===== src/rtl/bcdtod_pkg.sv =====
// ----------------------------------------------------------------------------
// BCD time-of-day package
// Shared request and result types, command and register codes, and the
// BCD conversion helpers used by the time-of-day clock.
// ----------------------------------------------------------------------------
`timescale 1ns / 1ps

package bcdtod_pkg;

    localparam int DIVIDER_BITS_DEF = 24;
    localparam int TENTH_DIV_W      = 24;
    localparam logic [TENTH_DIV_W-1:0] TENTH_DIV_RESET = 24'd98524;

    // Request commands.
    localparam logic [1:0] CMD_TICK  = 2'd0;
    localparam logic [1:0] CMD_WRITE = 2'd1;
    localparam logic [1:0] CMD_READ  = 2'd2;

    // Register selects.
    localparam logic [2:0] SEL_TENTHS  = 3'd0;
    localparam logic [2:0] SEL_SECONDS = 3'd1;
    localparam logic [2:0] SEL_MINUTES = 3'd2;
    localparam logic [2:0] SEL_HOURS   = 3'd3;
    localparam logic [2:0] SEL_ICR     = 3'd4;

    // Configuration register indexes.
    localparam logic [1:0] CFG_ALARM_SEL = 2'd0;
    localparam logic [1:0] CFG_RUNNING   = 2'd1;
    localparam logic [1:0] CFG_TENTH_DIV = 2'd2;

    // Interrupt flag bit positions.
    localparam int FLAG_TA   = 0;
    localparam int FLAG_TB   = 1;
    localparam int FLAG_ALRM = 2;
    localparam int FLAG_IR   = 7;

    typedef struct packed {
        logic [1:0] cmd;
        logic [2:0] reg_sel;
        logic [7:0] wdata;
        logic       timer_a_event;
        logic       timer_b_event;
    } bcdtod_req_t;

    typedef struct packed {
        logic [7:0] rdata;
        logic       irq;
        logic       alarm_hit;
    } bcdtod_rsp_t;

    typedef struct packed {
        logic                   alarm_sel;
        logic                   running;
        logic [TENTH_DIV_W-1:0] tenth_div;
    } bcdtod_cfg_t;

    typedef struct packed {
        logic [3:0] tenths;
        logic [6:0] seconds;
        logic [6:0] minutes;
        logic [7:0] hours;
    } bcdtod_tod_t;

    // Two digits read as high * 10 + low, whatever their values.
    function automatic logic [6:0] from_bcd(input logic [6:0] b);
        return 7'(b[6:4]) * 7'd10 + 7'(b[3:0]);
    endfunction

    // Binary to two BCD digits; the quotient by ten is a reciprocal
    // multiply, exact for every 7-bit value.
    function automatic logic [7:0] to_bcd(input logic [6:0] v);
        logic [14:0] prod;
        logic [3:0]  q;
        logic [6:0]  r;
        prod = 15'(v) * 15'd205;
        q    = prod[14:11];
        r    = v - 7'(q) * 7'd10;
        return {q, r[3:0]};
    endfunction

endpackage


===== src/rtl/bcdtod_time.sv =====
// ----------------------------------------------------------------------------
// BCD time-of-day counter
// Holds the clock and alarm times and the tenth-second countdown, advances
// the time on ticks and flags a match with the alarm.
// ----------------------------------------------------------------------------
`timescale 1ns / 1ps

module bcdtod_time
    import bcdtod_pkg::*;
#(
    parameter int DIVIDER_BITS = DIVIDER_BITS_DEF
)
(
    input  logic        clk,
    input  logic        rst_n,
    input  logic        fire,
    input  bcdtod_req_t req,
    input  bcdtod_cfg_t cfg,
    output bcdtod_tod_t tod,
    output logic        hit
);

    localparam int RELOAD_W = (DIVIDER_BITS < TENTH_DIV_W) ? DIVIDER_BITS : TENTH_DIV_W;

    bcdtod_tod_t             tod_reg, tod_next;
    bcdtod_tod_t             alarm_reg, alarm_next;
    logic [DIVIDER_BITS-1:0] count_reg, count_next;
    logic [DIVIDER_BITS-1:0] reload;
    bcdtod_tod_t             adv;
    logic [3:0]              t_inc;
    logic [6:0]              s_bin, m_bin, h_bin, h_val, pm_off;
    logic [7:0]              s_bcd, m_bcd, h_bcd;
    logic                    pm_next;

    assign reload = DIVIDER_BITS'(cfg.tenth_div[RELOAD_W-1:0]);

    // Time after one tenth step.
    always_comb
    begin
        adv     = tod_reg;
        t_inc   = tod_reg.tenths + 4'd1;
        s_bin   = from_bcd(tod_reg.seconds) + 7'd1;
        m_bin   = from_bcd(tod_reg.minutes) + 7'd1;
        pm_off  = tod_reg.hours[7] ? 7'd12 : 7'd0;
        h_bin   = from_bcd({2'b00, tod_reg.hours[4:0]}) + pm_off + 7'd1;
        pm_next = tod_reg.hours[7];
        h_val   = h_bin - pm_off;
        if (h_bin == 7'd24)
        begin
            pm_next = 1'b0;
            h_val   = 7'd0;
        end
        else if (h_bin == 7'd12)
        begin
            pm_next = 1'b1;
            h_val   = 7'd0;
        end
        s_bcd = to_bcd(s_bin);
        m_bcd = to_bcd(m_bin);
        h_bcd = to_bcd(h_val);
        adv.tenths = t_inc;
        if (t_inc == 4'd10)
        begin
            adv.tenths = 4'd0;
            if (s_bin == 7'd60)
            begin
                adv.seconds = 7'd0;
                if (m_bin == 7'd60)
                begin
                    adv.minutes = 7'd0;
                    adv.hours   = ({pm_next, 7'b0} | h_bcd) & 8'h9F;
                end
                else
                begin
                    adv.minutes = m_bcd[6:0];
                end
            end
            else
            begin
                adv.seconds = s_bcd[6:0];
            end
        end
    end

    always_comb
    begin
        tod_next   = tod_reg;
        alarm_next = alarm_reg;
        count_next = count_reg;
        hit        = 1'b0;
        case (req.cmd)
            CMD_TICK:
            begin
                if (cfg.running)
                begin
                    if (count_reg == '0)
                    begin
                        tod_next   = adv;
                        count_next = reload;
                        hit        = (adv == alarm_reg);
                    end
                    else
                    begin
                        count_next = count_reg - DIVIDER_BITS'(1);
                    end
                end
            end
            CMD_WRITE:
            begin
                case (req.reg_sel)
                    SEL_TENTHS:
                    begin
                        if (cfg.alarm_sel) alarm_next.tenths = req.wdata[3:0];
                        else               tod_next.tenths   = req.wdata[3:0];
                    end
                    SEL_SECONDS:
                    begin
                        if (cfg.alarm_sel) alarm_next.seconds = req.wdata[6:0];
                        else               tod_next.seconds   = req.wdata[6:0];
                    end
                    SEL_MINUTES:
                    begin
                        if (cfg.alarm_sel) alarm_next.minutes = req.wdata[6:0];
                        else               tod_next.minutes   = req.wdata[6:0];
                    end
                    SEL_HOURS:
                    begin
                        if (cfg.alarm_sel) alarm_next.hours = req.wdata & 8'h9F;
                        else               tod_next.hours   = req.wdata & 8'h9F;
                    end
                    default:
                    begin
                    end
                endcase
            end
            default:
            begin
            end
        endcase
    end

    always_ff @(posedge clk or negedge rst_n)
    begin
        if (!rst_n)
        begin
            tod_reg   <= '0;
            alarm_reg <= '0;
            count_reg <= '0;
        end
        else if (fire)
        begin
            tod_reg   <= tod_next;
            alarm_reg <= alarm_next;
            count_reg <= count_next;
        end
    end

    assign tod = tod_reg;

endmodule


===== src/rtl/bcdtod_intc.sv =====
// ----------------------------------------------------------------------------
// Interrupt control
// Collects timer and alarm flags, keeps the source mask and drives the
// interrupt line; a read of the control register clears the flags and the line.
// ----------------------------------------------------------------------------
`timescale 1ns / 1ps

module bcdtod_intc
    import bcdtod_pkg::*;
(
    input  logic        clk,
    input  logic        rst_n,
    input  logic        fire,
    input  bcdtod_req_t req,
    input  logic        hit,
    output logic [7:0]  flags,
    output logic        irq
);

    logic [7:0] flags_reg, flags_next;
    logic [4:0] mask_reg, mask_next;
    logic       irq_reg, irq_next;

    always_comb
    begin
        flags_next = flags_reg;
        mask_next  = mask_reg;
        irq_next   = irq_reg;
        case (req.cmd)
            CMD_TICK:
            begin
                flags_next[FLAG_TA]   = flags_reg[FLAG_TA] | req.timer_a_event;
                flags_next[FLAG_TB]   = flags_reg[FLAG_TB] | req.timer_b_event;
                flags_next[FLAG_ALRM] = flags_reg[FLAG_ALRM] | hit;
                // IR is only raised from clear, so a pending request stays as is.
                if (!flags_next[FLAG_IR] && ((flags_next[4:0] & mask_reg) != '0))
                begin
                    flags_next[FLAG_IR] = 1'b1;
                    irq_next            = 1'b1;
                end
            end
            CMD_WRITE:
            begin
                if (req.reg_sel == SEL_ICR)
                begin
                    if (req.wdata[7]) mask_next = mask_reg | req.wdata[4:0];
                    else              mask_next = mask_reg & ~req.wdata[4:0];
                end
            end
            CMD_READ:
            begin
                if (req.reg_sel == SEL_ICR)
                begin
                    flags_next = '0;
                    irq_next   = 1'b0;
                end
            end
            default:
            begin
            end
        endcase
    end

    always_ff @(posedge clk or negedge rst_n)
    begin
        if (!rst_n)
        begin
            flags_reg <= '0;
            mask_reg  <= '0;
            irq_reg   <= 1'b0;
        end
        else if (fire)
        begin
            flags_reg <= flags_next;
            mask_reg  <= mask_next;
            irq_reg   <= irq_next;
        end
    end

    assign flags = flags_reg;
    assign irq   = irq_next;

endmodule


===== src/rtl/bcd_time_of_day_clock_with_alarm_irq_unit.sv =====
// ----------------------------------------------------------------------------
// BCD time-of-day clock with alarm and interrupt control
// Throughput: one request per cycle while out_stall is low; the counter and
// interrupt logic sit between an input register and a result register.
// Reset clears the time, alarm, countdown, flags and mask; the clock runs.
// ----------------------------------------------------------------------------
`timescale 1ns / 1ps

module bcd_time_of_day_clock_with_alarm_irq_unit
    import bcdtod_pkg::*;
#(
    parameter int DIVIDER_BITS = DIVIDER_BITS_DEF
)
(
    input  logic                   clk,
    input  logic                   rst_n,
    input  logic                   in_valid,
    output logic                   in_stall,
    input  bcdtod_req_t            in_data,
    output logic                   out_valid,
    input  logic                   out_stall,
    output bcdtod_rsp_t            out_data,
    input  logic                   cfg_valid,
    output logic                   cfg_ready,
    input  logic [1:0]             cfg_index,
    input  logic [TENTH_DIV_W-1:0] cfg_data
);

    logic        in_valid_reg;
    bcdtod_req_t in_data_reg;
    logic        out_valid_reg;
    bcdtod_rsp_t out_data_reg;
    bcdtod_cfg_t cfg_reg;
    logic        fire;
    bcdtod_tod_t tod;
    logic        hit;
    logic [7:0]  flags;
    logic        irq;
    bcdtod_rsp_t rsp;

    // A request is processed when the result register is free or draining.
    assign fire     = in_valid_reg && (!out_valid_reg || !out_stall);
    assign in_stall = in_valid_reg && !fire;
    assign cfg_ready = 1'b1;

    always_ff @(posedge clk or negedge rst_n)
    begin
        if (!rst_n)
        begin
            cfg_reg.alarm_sel <= 1'b0;
            cfg_reg.running   <= 1'b1;
            cfg_reg.tenth_div <= TENTH_DIV_RESET;
        end
        else if (cfg_valid && cfg_ready)
        begin
            case (cfg_index)
                CFG_ALARM_SEL: cfg_reg.alarm_sel <= cfg_data[0];
                CFG_RUNNING:   cfg_reg.running   <= cfg_data[0];
                CFG_TENTH_DIV: cfg_reg.tenth_div <= cfg_data;
                default:
                begin
                end
            endcase
        end
    end

    always_ff @(posedge clk or negedge rst_n)
    begin
        if (!rst_n)
        begin
            in_valid_reg <= 1'b0;
        end
        else if (!in_stall)
        begin
            in_valid_reg <= in_valid;
        end
    end

    always_ff @(posedge clk)
    begin
        if (in_valid && !in_stall)
        begin
            in_data_reg <= in_data;
        end
    end

    bcdtod_time #(
        .DIVIDER_BITS (DIVIDER_BITS)
    ) u_time (
        .clk   (clk),
        .rst_n (rst_n),
        .fire  (fire),
        .req   (in_data_reg),
        .cfg   (cfg_reg),
        .tod   (tod),
        .hit   (hit)
    );

    bcdtod_intc u_intc (
        .clk   (clk),
        .rst_n (rst_n),
        .fire  (fire),
        .req   (in_data_reg),
        .hit   (hit),
        .flags (flags),
        .irq   (irq)
    );

    always_comb
    begin
        rsp.rdata     = '0;
        rsp.irq       = irq;
        rsp.alarm_hit = hit;
        if (in_data_reg.cmd == CMD_READ)
        begin
            case (in_data_reg.reg_sel)
                SEL_TENTHS:  rsp.rdata = {4'b0, tod.tenths};
                SEL_SECONDS: rsp.rdata = {1'b0, tod.seconds};
                SEL_MINUTES: rsp.rdata = {1'b0, tod.minutes};
                SEL_HOURS:   rsp.rdata = tod.hours;
                SEL_ICR:     rsp.rdata = flags;
                default:     rsp.rdata = '0;
            endcase
        end
    end

    always_ff @(posedge clk or negedge rst_n)
    begin
        if (!rst_n)
        begin
            out_valid_reg <= 1'b0;
        end
        else if (fire)
        begin
            out_valid_reg <= 1'b1;
        end
        else if (!out_stall)
        begin
            out_valid_reg <= 1'b0;
        end
    end

    always_ff @(posedge clk)
    begin
        if (fire)
        begin
            out_data_reg <= rsp;
        end
    end

    assign out_valid = out_valid_reg;
    assign out_data  = out_data_reg;

    // The interrupt line and the IR flag are raised and cleared together.
    assert property (@(posedge clk) disable iff (!rst_n)
        fire |=> (u_intc.irq_reg == flags[FLAG_IR]))
        else $error("irq line and IR flag disagree");

    // An alarm match on a tick leaves the alarm flag set.
    assert property (@(posedge clk) disable iff (!rst_n)
        (fire && in_data_reg.cmd == CMD_TICK && hit) |=> flags[FLAG_ALRM])
        else $error("alarm match did not set the alarm flag");

    // Reading the control register clears all flags.
    assert property (@(posedge clk) disable iff (!rst_n)
        (fire && in_data_reg.cmd == CMD_READ && in_data_reg.reg_sel == SEL_ICR)
        |=> (flags == '0))
        else $error("control register read did not clear flags");

    // The time only moves when a request is processed.
    assert property (@(posedge clk) disable iff (!rst_n)
        !fire |=> $stable(tod))
        else $error("time changed without a request");

endmodule

===== config.mk =====
export PLATFORM = sky130hd
export DESIGN_NAME = bcd_time_of_day_clock_with_alarm_irq_unit
export DESIGN_NICKNAME = d
export VERILOG_FILES = /design/src/rtl/bcdtod_pkg.sv /design/src/rtl/bcdtod_time.sv /design/src/rtl/bcdtod_intc.sv /design/src/rtl/bcd_time_of_day_clock_with_alarm_irq_unit.sv
export SDC_FILE = /design/constraint.sdc
export NUM_CORES = 1
export LEC_CHECK = 0
export BUFFER_PORTS_ARGS = -buffer_cell sky130_fd_sc_hd__buf_2
export CAP_MARGIN = 20
export CORE_MARGIN = 2
export CORE_UTILIZATION = 68
export DETAILED_ROUTE_END_ITERATION = 8
export PLACE_DENSITY = 0.87
export SLEW_MARGIN = 20
export SYNTH_ARGS = -nofsm -noshare
export SYNTH_HDL_FRONTEND = slang
export SYNTH_SLANG_ARGS = --single-unit

===== constraint.sdc =====
create_clock -name clk -period 14.35 [get_ports clk]
set_input_delay 2.87 -clock clk [delete_from_list [all_inputs] [get_ports clk]]
set_output_delay 2.87 -clock clk [all_outputs]
set_load 0.02 [all_outputs]

**After elaboration in Yosys (flattened, before gate mapping)**

Index checks and enable logic that the tools add are counted.

- Register bits after elaboration: 137
- Bits in latches: 0
- Bits in writable memories: 0
- Bits in read-only memories: 0
- Input port bits: 46
- Output and inout port bits: 13
- Logic and storage cells: 147
- Memories kept: 0

- Add/subtract/negate cells: 13
- Multipliers: 9
- Divide/modulo/power cells: 0
- Magnitude comparators: 0
- Equal/unequal tests: 24
- Shift operators: 0
- Muxes and demuxes: 35
- Bitwise gates (word level): 8
- Reduce and logical (&&, ||, !) cells: 32

Operators with widths:

| operator | number |
|---|---|
| 26-bit two-way mux | 3 |
| 26-bit case mux with 2 select lines | 1 |
| 7-bit two-way mux | 7 |
| 7-bit by 8-bit multiplier with 15-bit output, second input constant | 3 |
| 8-bit case mux with 5 select lines | 1 |
| 8-bit two-way mux | 4 |
| 26-bit equality test | 1 |
| 24-bit logical NOT | 1 |
| 24-bit two-way mux | 1 |
| 6-bit AND reduction | 4 |
| 24-bit by 1-bit subtractor with 24-bit output, second input constant | 1 |
| 7-bit by 1-bit adder with 7-bit output, second input constant | 3 |
| 4-bit AND reduction | 5 |
| 15-bit two-way mux | 1 |
| 7-bit by 4-bit adder with 7-bit output | 2 |
| 7-bit by 6-bit equality test with 1-bit output, second input constant | 2 |
| 2-bit inequality test, second input constant | 7 |
| 3-bit by 3-bit multiplier with 6-bit output, second input constant | 2 |
| 4-bit by 3-bit multiplier with 3-bit output, second input constant | 3 |
| 4-bit two-way mux | 3 |
| 4-bit subtractor | 3 |
| 1-bit two-way mux | 10 |
| 3-bit AND reduction | 3 |
| 8-bit OR | 1 |
| 30 further kinds | 49 |

**Longest topological paths before layout**

- Depth after elaboration: 24
- Gate-level depth with buffers: 36
- Gate-level depth less buffers: 35

**Cells and area by module**

Synthesis repeated with hierarchy kept, for this count alone.

- Cells, all modules: 1133
- Area total of the unflattened synthesis: 10941.7 µm²

By module, submodules not included:

| module | times used | cells an instance | area each (µm²) | sequential area each (µm²) |
|---|---|---|---|---|
| bcdtod_time | 1 | 936 | 8186.6 | 1851.8 |
| bcd_time_of_day_clock_with_alarm_irq_unit | 1 | 150 | 2290.9 | 1461.4 |
| bcdtod_intc | 1 | 47 | 464.2 | 200.2 |

**Worst setup path after synthesis**

No wires, ideal clock.

- Path kind: flip-flop to flip-flop
- From: reg u_time.tod_reg (netlist bit u_time.tod[4])
- To: reg u_intc.flags_reg[7] (netlist: u_intc.flags[7])
- Setup time: 0.103 ns
- Arrival: 7.831 ns
- Data required time: 14.247 ns
- Slack: 6.415 ns
- Stages on the path, launching flop included: 33
- Path buffers: 1
- Period minus slack after synthesis: 7.935 ns
- Path through: dfrtp_1 > ha_1 > ha_1 > ha_1 > buf_2 > a31o_2 > xor2_1 > ha_1 > nor2b_1 > o31a_1 > o32ai_1 > nand2_1 > ha_1 > inv_1 > fa_1 > fa_1 > ha_1 > ha_1 > nand2_1 > o211ai_1 > nor2_1 > and4_1 > nor3_1 > ha_1 > fa_1 > nand2_1 > mux2i_1 > o41a_1 > a2111oi_2 > and4_1 > and4b_1 > a31oi_1 > o41ai_2

- Longest elaborated chain between the ends: 24
- Elaborated cells on any way between the ends: 28
- Those cells by class: 5 x add/sub; 3 x mul; 4 x eq/ne; 10 x mux; 3 x bitwise; 3 x reduce/logical

Ends and longest elaborated chain:

| element | line | RTL |
|---|---|---|
| start, declared | bcdtod_time.sv:25 | `bcdtod_tod_t tod_reg, tod_next;` |
| start signal, assigned | bcdtod_time.sv:152 | `tod_reg <= tod_next;` |
| 1-bit by 3-bit multiplier with 4-bit output | bcdtod_pkg.sv:66 | `return 7'(b[6:4]) * 7'd10 + 7'(b[3:0]);` |
| 5-bit by 4-bit adder with 6-bit output | bcdtod_pkg.sv:66 |  |
| 7-bit adder | bcdtod_time.sv:45 | `h_bin = from_bcd({2'b00, tod_reg.hours[4:0]}) + pm_off + 7'd1;` |
| 7-bit by 1-bit adder with 7-bit output | bcdtod_time.sv:45 |  |
| 7-bit subtractor or 7-bit by 4-bit equality test with 1-bit output (tied branches) | bcdtod_time.sv:47, bcdtod_time.sv:53 |  |
| 7-bit two-way mux | bcdtod_time.sv:53 | `else if (h_bin == 7'd12)` |
| 7-bit two-way mux | bcdtod_time.sv:48 | `if (h_bin == 7'd24)` |
| 7-bit by 8-bit multiplier with 15-bit output | bcdtod_pkg.sv:75 | `prod = 15'(v) * 15'd205;` |
| (+8 left out) | n/a |  |
| 1-bit two-way mux * | bcdtod_time.sv:94 | `if (cfg.running)` |
| 1-bit two-way mux * | bcdtod_time.sv:91 | `case (req.cmd)` |
| 1-bit OR * | bcdtod_intc.sv:34 | `flags_next[FLAG_ALRM] = flags_reg[FLAG_ALRM] \| hit;` |
| 3-bit by 5-bit AND with 5-bit output * | bcdtod_intc.sv:36 | `if (!flags_next[FLAG_IR] && ((flags_next[4:0] & mask_reg) != '0))` |
| 5-bit nonzero test * | bcdtod_intc.sv:36 |  |
| 1-bit logical AND * | bcdtod_intc.sv:36 |  |
| 2-bit by 1-bit inequality test with 1-bit output (no source line) * | n/a |  |
| 4-bit AND reduction (no source line) * | n/a |  |
| end signal, assigned | bcdtod_intc.sv:74 | `flags_reg <= flags_next;` |
| end, declared | bcdtod_intc.sv:20 | `logic [7:0] flags_reg, flags_next;` |

Every way passes the cells marked *; elsewhere a longest branch is shown, timed or not.
A chain may end at the register's enable or synchronous reset.

**Worst setup path in the final report**

Ends and elaborated chain as after synthesis.

==> results <==
- Routability-driven placement finished with a final weighted congestion of 0.916.
- The detailed-placement wirelength estimate is around 20,000 um.
- For the pin with the worst max-slew slack, the measured transition is about 1.2 ns.
- The first global-routing pass estimated 43,700 um of wire.
- The detail-routed via count per cell is 6.44.
- The die covers 17,200 um2.
- The largest stage delay on the critical path is 0.53 ns.
- The number of antenna repair diodes is 0.
- The placed instance count is between 1,000 and 1,500.
- For this run, the total global-route usage over all layers was measured as 32.9%.
- The predominant post-synthesis flop cell is sky130_fd_sc_hd__dfrtp_1.
- After global routing the overflow that remains totals 0.
- The CTS tree is yes.
- The deepest level of the CTS H-tree is 4.
- In the synthesized netlist the async set-or-reset flop fraction comes to between 80% and 90%.
- The mean instance size in the synthesized netlist is 9.61 um2.
- Along the worst hold path, the cell count comes to 1.
- The filler-free cell count of the finished design is around 1,400.
- The summed negative setup slack over all endpoints is 0 ns.
- In the routed design, unresolved DRC markers number 0.
- Counting the buffers created by CTS gives 17.
- Max-cap violations in this run came to 0.
- Subtracting the final worst setup slack from the clock period gives roughly 9 ns.
- The total number of vias is between 9,000 and 10,000.
- In the final layout, the multi-input gates occupy 6910 um2.
- The initial core utilization is between 60% and 70%.
- The class of the most critical hold timing path is reg2reg.
- The number of pins exceeding their max-slew limit in the final report came to 0.
- The number of flops mapped to enable cells by yosys is 25.
- Once the clock tree was built, the setup fixing pass inserted 0 buffers.
- The area taken by flip-flops and latches is 3510 um2.
- For the worst flop-to-flop path, the logic depth is 31.
- The clock skew after layout is 0.00866 ns.
- The total routed wirelength is 27,300 um.
- The met1 wire length is 11,100 um.
- Entering global routing, the biggest net connects 59 pins.
- The mapped netlist covers 11,000 um2.
- The critical path data required time is 14.67 ns.
- The count of port buffers added during placement is 57.
- In this run the standard cell core region covers 15,800 um2.
- Of all nets on the critical path, the largest fanout is 9.
- The top-level port count is 59.
- Headroom to the max-slew limit came out at 21.7%.
- The final hold violation count was 0.
- The critical path capture point type is a flip-flop.
- The number of nets handed over by synthesis was 1,343.
- The layout has 1,073 filler cells.
- The clock net in this run drives a total of 135 sinks.
- In this run, post-CTS repair resized a total of 0 instances.
- The library cell with the largest summed area after synthesis is sky130_fd_sc_hd__dfrtp_1.
- The worst setup path is of the reg2reg kind.
- Yosys printed 0 warnings.
- The flow ran to the end, and the final reports show no timing, DRC or antenna violations.
- The first detailed-routing pass ran for 5 iterations.
- The highest layer touched by signal routing is met4.
- The part of the cycle the worst path needs is 62.1%.
- In the final layout, the share of cells above drive strength 1 is 15.5%.
- The number of buffers and inverters on the critical path is 1.
- The number of nets still failing antenna checks after routing is 0.
- Wire segments on met2 add up to between 10,000 and 15,000 um in the final route.
- The share of synthesized area in the top cell type comes to 23.3%.
- The via count of the first global-routing pass is 8,987.
- The detailed router finished its first iteration with 990 violations.
- By area the synthesized netlist is led by sky130_fd_sc_hd__dfrtp_1, sky130_fd_sc_hd__ha_1, sky130_fd_sc_hd__edfxtp_1.
- The cell count after synthesis came out at 1,142.
- The vertical extent of the die is approximately 130 um.
- The library cell used most frequently in the layout, excluding fill and tap cells, is sky130_fd_sc_hd__ha_1.
- The width of the die is 131 um.
- The routed wire length per instance is 19.3 um.
- The clock root buffer is sky130_fd_sc_hd__clkbuf_16.
- Setup repair after global routing left no endpoint under its margin.
- The wire length on met3 is 1990 um.
- Static timing analysis puts the maximum clock frequency at 0.112 GHz.
- The critical path crosses 31 cells after its start point.
- The later-pin clock latency in the skew report is 0.43 ns.
- The worst setup path is launched from a flip-flop.
- The kind of cell with the highest combined delay along the critical path is adder cells.
- The post-synthesis sequential area ratio is 32.0%.
- The net count of the finished layout is 1,390.
- The hold buffer count at CTS is 0.
- On the critical path, the stage with the largest delay is an instance of sky130_fd_sc_hd__nor3_1.
- The area growth from synthesis to layout is 9.54%.
- Synthesis inferred 135 register bits.
- The number of failing setup endpoints in the final timing report is 0.
- In the layout the commonest cells are sky130_fd_sc_hd__ha_1, sky130_fd_sc_hd__inv_1, sky130_fd_sc_hd__dfrtp_1.
- The number of antenna violations at the first check in global routing came to 0.
- Setup slack on the worst reg-to-reg path comes out at 5.43 ns.
- Among the stages of the critical path, the cell type that occurs most often is sky130_fd_sc_hd__ha_1.
- STA puts the critical path data arrival time at ~9 ns.
- The number of standard-cell rows in the floorplan is 46.
- The unique cell type count in the Yosys netlist is 89.
- No sink is reached through more buffers than the 2 on the longest clock path.
- The CTS clock-pin slew for the worst setup and hold paths is 0.06 ns.
## cell families after synthesis
logic type	share of synthesized area (%)
and+or+nand+nor	14.8
AOI/OAI and AO/OA	16.9
adders and majority gates	19.7
buffers and inverters	5.02
DFF	32.0
muxes	7.68
xor gates and xnor gates	3.77
other	0.0342
## worst reg2reg max path: cells and delay by family, from the launching register on
kind,cells,cell delay [ns]
AO/OA/AOI/OAI,8,2.36
XOR/XNOR,1,0.29
adder cells (fa/ha/maj),11,3.79
buffers and inverters,1,0.06
flip-flops,1,0.45
multiplexers,1,0.07
AND/OR/NAND/NOR,9,1.78
## routing by layer
metal / global-route usage [%] / vias up
met2: 54.3 / 444
met5: 0 / -
met1: 41.4 / 4342
met3: 7.53 / 103
li1: - / 4233
met4: 14.7 / 0
## area by class of cell
class	count	share of cell area, %
flip-flops and latches	135	29.2
inverters	107	3.34
clock buffers	23	3.99
repair buffers	61	2.71
clock inverters	8	1.01
multi-input cells	867	57.5
well taps	216	2.25
## path summary, 6_finish.rpt
check	endpoint	start
setup reg to reg	u_intc.flags[7]$_DFFE_PN0P_	u_time.tod[4]$_DFFE_PN0P_
setup / recovery	u_intc.flags[7]$_DFFE_PN0P_	u_time.tod[4]$_DFFE_PN0P_
hold / removal	u_time.count_reg[14]$_DFFE_PN0P_	u_time.count_reg[14]$_DFFE_PN0P_
hold reg to reg	u_time.count_reg[14]$_DFFE_PN0P_	u_time.count_reg[14]$_DFFE_PN0P_
min in group asynchronous	u_time.tod[19]$_DFFE_PN0P_	rst_n
max in group asynchronous	u_time.count_reg[8]$_DFFE_PN0P_	rst_n
## Yosys cell counts, drive strengths merged (10+ instances only)
master,instances
ha,125
inv,107
dfrtp,102
o21ai,80
nor2,77
nand2,71
a21oi,62
mux2,61
fa,30
nor3,30
clkbuf,25
edfxtp,25
xnor2,25
nand3,20
a22oi,19
a21o,18
o22ai,18
nor2b,16
mux2i,13
nand2b,13
or3,12
xor2,12
o21a,11
or2,10
## per-stage QoR
stage                     hold WS (ns)  worst slack [ns]  area (um2)  utilization, %
after floorplan                  0.443              6.42       11000               -
after global placement           0.456              5.94       11400            72.1
after detailed placement         0.488              5.63       11400            72.1
after CTS                        0.500              5.56       12000            75.9
after global routing             0.514              4.86       12000            76.0
final                            0.498              5.43       12000            76.0
Power is left out: the tool's default activity adds up to more than one toggle a clock period on the data nets, which glitch-free logic cannot reach.
